## config.mk

```make
export PLATFORM = sky130hd
export DESIGN_NAME = integer_square_root
export DESIGN_NICKNAME = d
export VERILOG_FILES = /design/src/hdl/isqrt_pkg.sv /design/src/hdl/integer_square_root.sv /design/src/hdl/isqrt_stage.sv
export SDC_FILE = /design/constraint.sdc
export NUM_CORES = 2
export LEC_CHECK = 0
export BUFFER_PORTS_ARGS = -buffer_cell sky130_fd_sc_hd__buf_2
export CAP_MARGIN = 25
export CORE_MARGIN = 2
export CORE_UTILIZATION = 55
export DETAILED_ROUTE_END_ITERATION = 6
export PLACE_DENSITY = 0.72
export SYNTH_ARGS = -nofsm -noshare
export SYNTH_HDL_FRONTEND = slang
export SYNTH_SLANG_ARGS = --single-unit
```

## constraint.sdc

```tcl
create_clock -name clk_i -period 4.8 [get_ports clk_i]
set_clock_uncertainty 0.15 [all_clocks]
set_input_delay 0.72 -clock clk_i [delete_from_list [all_inputs] [get_ports clk_i]]
set_output_delay 0.72 -clock clk_i [all_outputs]
set_load 0.02 [all_outputs]
```

## src/hdl/isqrt_pkg.sv

```systemverilog
// Package for the integer square root pipeline: widths and the per-stage item type.
`default_nettype none
package isqrt_pkg;

  localparam int unsigned RADICAND_WIDTH = 64;
  localparam int unsigned ROOT_WIDTH     = (RADICAND_WIDTH + 1) / 2;
  localparam int unsigned PAD_WIDTH      = 2 * ROOT_WIDTH;
  localparam int unsigned REM_WIDTH      = ROOT_WIDTH + 1;
  localparam int unsigned EXT_WIDTH      = REM_WIDTH + 2;

  typedef struct packed {
    logic [PAD_WIDTH-1:0]  rad;
    logic [REM_WIDTH-1:0]  rem;
    logic [ROOT_WIDTH-1:0] root;
  } stage_t;

endpackage
`default_nettype wire

```

## src/hdl/integer_square_root.sv

```systemverilog
// Top level: pipelined restoring integer square root, one radicand per cycle.
// Structure: one registered compare-subtract stage per root bit; valid_o pulses
// for one cycle per result, once the item has passed through every stage.
// Throughput: one item per cycle; busy_o is always low, results cannot be stalled.
// Reset: rst_ni clears the per-stage valid bits only; items in flight are dropped.
`default_nettype none
module integer_square_root (
  input  wire         clk_i,
  input  wire         rst_ni,
  input  wire         start_i,
  output logic        busy_o,
  input  wire  [63:0] radicand_i,
  output logic        valid_o,
  output logic [31:0] root_o
);

  logic              valid [isqrt_pkg::ROOT_WIDTH+1];
  isqrt_pkg::stage_t item  [isqrt_pkg::ROOT_WIDTH+1];

  assign busy_o = 1'b0;

  assign valid[0]     = start_i & ~busy_o;
  assign item[0].rad  = isqrt_pkg::PAD_WIDTH'(radicand_i[isqrt_pkg::RADICAND_WIDTH-1:0]);
  assign item[0].rem  = '0;
  assign item[0].root = '0;

  for (genvar s = 0; s < isqrt_pkg::ROOT_WIDTH; s++) begin : g_stage
    isqrt_stage u_stage (
      .clk_i   (clk_i),
      .rst_ni  (rst_ni),
      .valid_i (valid[s]),
      .item_i  (item[s]),
      .valid_o (valid[s+1]),
      .item_o  (item[s+1])
    );
  end

  assign valid_o = valid[isqrt_pkg::ROOT_WIDTH];
  assign root_o  = 32'(item[isqrt_pkg::ROOT_WIDTH].root);

`ifndef SYNTHESIS
  a_latency: assert property (@(posedge clk_i) disable iff (!rst_ni)
    valid_o |-> $past(start_i, isqrt_pkg::ROOT_WIDTH))
    else $error("integer_square_root: result without a matching start");

  a_zero: assert property (@(posedge clk_i) disable iff (!rst_ni)
    (valid_o && $past(radicand_i[isqrt_pkg::RADICAND_WIDTH-1:0] == '0,
                      isqrt_pkg::ROOT_WIDTH)) |-> (root_o == '0))
    else $error("integer_square_root: nonzero root for zero radicand");

  a_never_busy: assert property (@(posedge clk_i) disable iff (!rst_ni)
    !busy_o)
    else $error("integer_square_root: busy raised");
`endif

endmodule
`default_nettype wire

```

## src/hdl/isqrt_stage.sv

```systemverilog
// One compare-subtract stage of the square root pipeline: settles one root bit.
`default_nettype none
module isqrt_stage (
  input  wire                   clk_i,
  input  wire                   rst_ni,
  input  wire                   valid_i,
  input  wire isqrt_pkg::stage_t item_i,
  output logic                  valid_o,
  output isqrt_pkg::stage_t     item_o
);

  logic [isqrt_pkg::EXT_WIDTH-1:0] ext;
  logic [isqrt_pkg::EXT_WIDTH-1:0] trial;
  logic [isqrt_pkg::EXT_WIDTH-1:0] diff;
  logic                            fit;
  isqrt_pkg::stage_t               item_d;
  isqrt_pkg::stage_t               item_q;
  logic                            valid_q;

  // bring down the next two radicand bits
  assign ext   = {item_i.rem, item_i.rad[isqrt_pkg::PAD_WIDTH-1 -: 2]};
  assign trial = {1'b0, item_i.root, 2'b01};
  assign diff  = ext - trial;
  assign fit   = (ext >= trial);

  always_comb begin
    item_d.rad  = item_i.rad << 2;
    item_d.rem  = fit ? diff[isqrt_pkg::REM_WIDTH-1:0] : ext[isqrt_pkg::REM_WIDTH-1:0];
    item_d.root = isqrt_pkg::ROOT_WIDTH'({item_i.root, fit});
  end

  always_ff @(posedge clk_i or negedge rst_ni) begin
    if (!rst_ni) begin
      valid_q <= 1'b0;
    end else begin
      valid_q <= valid_i;
    end
  end

  always_ff @(posedge clk_i) begin
    item_q <= item_d;
  end

  assign valid_o = valid_q;
  assign item_o  = item_q;

`ifndef SYNTHESIS
  // restoring invariant: remainder never exceeds twice the partial root
  a_rem_bound: assert property (@(posedge clk_i) disable iff (!rst_ni)
    valid_q |-> (item_q.rem <= {item_q.root, 1'b0}))
    else $error("isqrt_stage: remainder above twice the partial root");

  a_valid_known: assert property (@(posedge clk_i) disable iff (!rst_ni)
    !$isunknown(valid_q))
    else $error("isqrt_stage: unknown valid bit");

  a_item_known: assert property (@(posedge clk_i) disable iff (!rst_ni)
    valid_q |-> !$isunknown(item_q))
    else $error("isqrt_stage: unknown item data while valid");
`endif

endmodule
`default_nettype wire

```

==> PnR_summary.wiki <==
{| class="wikitable"
! Metric !! Value
|-
| Number of buffers inserted by port buffering || 99
|-
| Fraction of the cycle the final worst path needs || 84.06%
|-
| Crit path max fanout || 30
|-
| Hold Crit Endpoint || g_stage[14].u_stage.item_o[122]
|-
| Number of sinks on the clock net || 2527
|-
| Die area || 0.1723 mm2
|-
| Leakage power figure || 48.96 nW
|-
| Buffers & Inverters on Critical Path || 2
|-
| Die Span X || 415.1 um
|-
| Proportion of layout cells with a drive suffix above 1 || 7.291%
|-
| Core box area || 0.1676 mm2
|-
| Number of cells traversed by the worst hold path || 0
|-
| Hold WC Path Type || reg -> reg
|-
| Total routing resource utilization after global routing || 22.88%
|-
| Synthesized instance count || 9142
|-
| Critical Setup Path Class || reg -> reg
|-
| Max frequency || 247.8 MHz
|-
| Count of nets left with antenna violations after detail routing || 0
|-
| Mapped cell area || 0.09296 mm2
|-
| Final worst path period need || 4.035 ns
|-
| M1 WL || 84800 um
|-
| Worst R2R Path Depth || 11
|-
| Finished Core Util || 62.39%
|-
| Top library cells by usage in the layout, fill and taps aside || 2495 x sky130_fd_sc_hd__dfxtp_1, 676 x sky130_fd_sc_hd__inv_1, 659 x sky130_fd_sc_hd__nand2_1, 561 x sky130_fd_sc_hd__ha_1, 541 x sky130_fd_sc_hd__a21oi_1
|-
| Proportion of synthesized chip area in sequential cells || 54.59%
|-
| Number of distinct standard cells referenced by the synthesized netlist || 93
|-
| Synth Warn # || 0
|-
| Initial antenna violation count || 2
|-
| Peak per-stage delay on the critical path || 0.71 ns
|-
| Worst-margin pin slew || 0.9331 ns
|-
| Standard-cell rows || 150
|-
| Number of H-tree levels || 4
|-
| Violations in the final reports || DRC
|-
| Total negative slack || 0 ns
|-
| Setup violation total in the final timing report || 0
|-
| DR top layer || met4
|-
| Standard cell with the maximum stage delay on the critical path || sky130_fd_sc_hd__o21ai_0
|-
| R2R Path Start || g_stage[22].u_stage.item_o[1]
|-
| Nature of the critical path endpoint || flip-flop
|-
| Post-CTS Repair Setup Buffers || 0
|-
| Worst hold path startpoint || g_stage[13].u_stage.item_o[120]
|-
| Leading register cell type out of synthesis || sky130_fd_sc_hd__dfxtp_1
|-
| Routed met3 length || 8516 um
|-
| Number of DRC markers in iteration 0 || 4106
|-
| Post-detailed-route wirelength per cell || 16.96 um
|-
| Routed WL || 199800 um
|-
| Synth Register Bits || 2527
|-
| Post-synth EDFFs || 0
|-
| Number of buffers created by CTS || 234
|-
| Global-route congestion overflow total || 0
|-
| Arrival time of the worst setup path || 4.55 ns
|-
| Max-Slew Margin vs Limit || 37.22%
|-
| Final weighted congestion of routability-driven global placement || 0.9769
|-
| Average vias per placed instance || 5.412
|-
| Worst path cell trace || inv_1 > ha_1 > o211ai_1 > a21o_1 > nand3_1 > a22o_1 > a21oi_1 > o21ai_0 > a21oi_4 > buf_4 > o21ai_0
|-
| Clk Tree Root Cell || sky130_fd_sc_hd__clkbuf_16
|-
| Initial core utilization || 55.46%
|-
| Mean Syn Cell Area || 10.17 um2
|-
| Layout Area Growth over Synthesis || 12.48%
|-
| Pwr Density || 531.3 mW/mm2
|-
| Via count of the first global-routing pass || 63620
|-
| Bufs on Longest Clock Path || 3
|-
| First-pass GRT wire length || 324000 um
|-
| Unrepaired setup endpoints after global routing || false
|-
| Worst voltage drop across the vdd grid || 452.9 uV
|-
| Clock insertion delay at the later pin of the skew report || 0.87 ns
|-
| Area of all sequential standard cells || 0.05075 mm2
|-
| MaxCap Viol Count || 0
|-
| Fill cells || 13530
|-
| Layout Nets || 10000
|-
| Clock slew at reported path FFs || 0.06 ns
|-
| Most common cell after layout, fill and taps aside || sky130_fd_sc_hd__dfxtp_1
|-
| Most prevalent standard cell on the critical path || sky130_fd_sc_hd__o21ai_0
|-
| Outcome || finished, violations left
|-
| I/O pins || 101
|-
| Final count of hold timing violations || 0
|-
| Clock tree from TritonCTS || yes
|-
| Reg-to-reg endpoint || g_stage[23].u_stage.item_o[34]
|-
| Vertical extent of the die || 415.1 um
|-
| Fin. max-slew vios || 0
|-
| Met2 wire length || 97930 um
|-
| Total area of multi-input combinational cells || 0.03895 mm2
|-
| Number of detailed-route iterations in the first pass || 7
|-
| Proportion of register bits with asynchronous set or reset after synthesis || 1.266%
|-
| Register-to-register path setup slack || 0.77 ns
|-
| Drc violations || 8
|-
| Detailed placer's ending HPWL || 149300 um
|-
| Kind of start point of the critical path || flip-flop
|-
| Largest net degree at the start of global routing || 57
|-
| Count of vias placed by the detailed router || 63760
|-
| Dominant delay contributor by cell family on the critical path || compound AO/OA/AOI/OAI gates
|-
| Required time worst endpoint || 5.32 ns
|}
## metal layers
layer | vias to the layer above | GRT usage, %
li1 | 31910 | -
met1 | 29880 | 27.62
met2 | 1529 | 40.35
met3 | 441 | 3.416
met4 | 0 | 9.996
met5 | - | 0
## cells in the mapped netlist (all sizes together), types with 17 or more instances
library cell	instances	area share, %
inv	676	2.7
or4	71	0.59
a2111oi	19	0.20
nor3b	18	0.15
a21o	240	1.9
xnor2	367	3.5
o21bai	46	0.37
nor2b	84	0.57
dfrtp	32	0.86
mux2	84	1.0
nand3b	29	0.23
dfxtp	2495	54
nand4	90	0.61
o2111ai	19	0.18
or3	80	0.56
a21boi	17	0.14
nor2	533	2.2
o21a	99	0.80
and3	53	0.36
nand2b	109	0.74
o31ai	53	0.43
o41ai	21	0.20
a21oi	542	2.9
nand2	659	2.7
nand3	153	0.82
a211o	24	0.23
clkbuf	171	0.69
and2	47	0.32
o211ai	38	0.31
mux2i	20	0.22
o21ai	509	2.7
a211oi	43	0.35
ha	561	7.6
a31oi	63	0.42
xor2	434	4.1
and4	22	0.21
buf	36	0.18
nor3	242	1.3
or2	32	0.22
nor4	115	0.82
## where the power goes
part | internal (mW) | switching, mW | leakage [nW]
logic | 4.20 | 5.34 | 23.8
clock network | 10.9 | 7.96 | 3.92
registers | 24.4 | 2.70 | 21.3
## cells by family after synthesis
logic type	count (synthesis)	share of synthesized area, %
multiplexers	104	1.233
AO/OA/AOI/OAI	1879	12.67
flip-flops	2527	54.59
adder cells (fa/ha/maj)	561	7.551
AND/OR/NAND/NOR	2386	12.80
XOR/XNOR	801	7.547
other	1	0.004034
buffers and inverters	883	3.600
## worst max path at each step
stage,start,endpoint,slack [ns],cells after the start
after global routing,g_stage[29].u_stage.item_o[6],g_stage[30].u_stage.item_o[42],0.52,11
after floorplan,g_stage[25].u_stage.item_o[0],g_stage[26].u_stage.item_o[64],1.32,11
after detailed placement,g_stage[22].u_stage.item_o[1],g_stage[23].u_stage.item_o[34],0.70,11
after CTS,g_stage[22].u_stage.item_o[1],g_stage[23].u_stage.item_o[34],0.66,11
final,g_stage[22].u_stage.item_o[1],g_stage[23].u_stage.item_o[34],0.77,11
after global placement,g_stage[22].u_stage.item_o[1],g_stage[23].u_stage.item_o[34],0.73,11
## repair_timing
item                                    in CTS  in global routing
hold endpoints to repair                    98                  0
resized for setup                            0                  0
endpoints found under the setup margin       0                  0
hold buffers                                67                  0
## state kept, by name (all words and copies together), names as in the netlist
register                 count
g_stage.u_stage.valid_o     32
g_stage.u_stage.item_o    2495
## metrics by stage
stage / cell area [um2] / cells / setup WS (ns) / hold slack (ns) / power, mW
5_1_grt: 104600 / 11780 / 0.5159 / 0.1374 / 58.37
3_3_place_gp: 95790 / 11280 / 0.7272 / 0.1597 / 36.71
3_5_place_dp: 95790 / 11280 / 0.7000 / 0.1621 / 36.94
4_1_cts: 104600 / 11780 / 0.6610 / 0.1349 / 55.99
2_1_floorplan: 92960 / 9143 / 1.320 / 0.1596 / 33.96
6_report: 104600 / 11780 / 0.7653 / 0.1416 / 55.56
## area by class of cell
| class | count | area share [%] |
|---|---|---|
| diodes | 3 | 0.007180 |
| clock buffers | 334 | 6.439 |
| clock inverters | 100 | 1.301 |
| inverters | 676 | 2.427 |
| multi-input cells | 5733 | 37.25 |
| flip-flops and latches | 2527 | 48.53 |
| well taps | 2204 | 2.637 |
| repair buffers | 204 | 1.400 |
(Power assumes the default switching activity.)
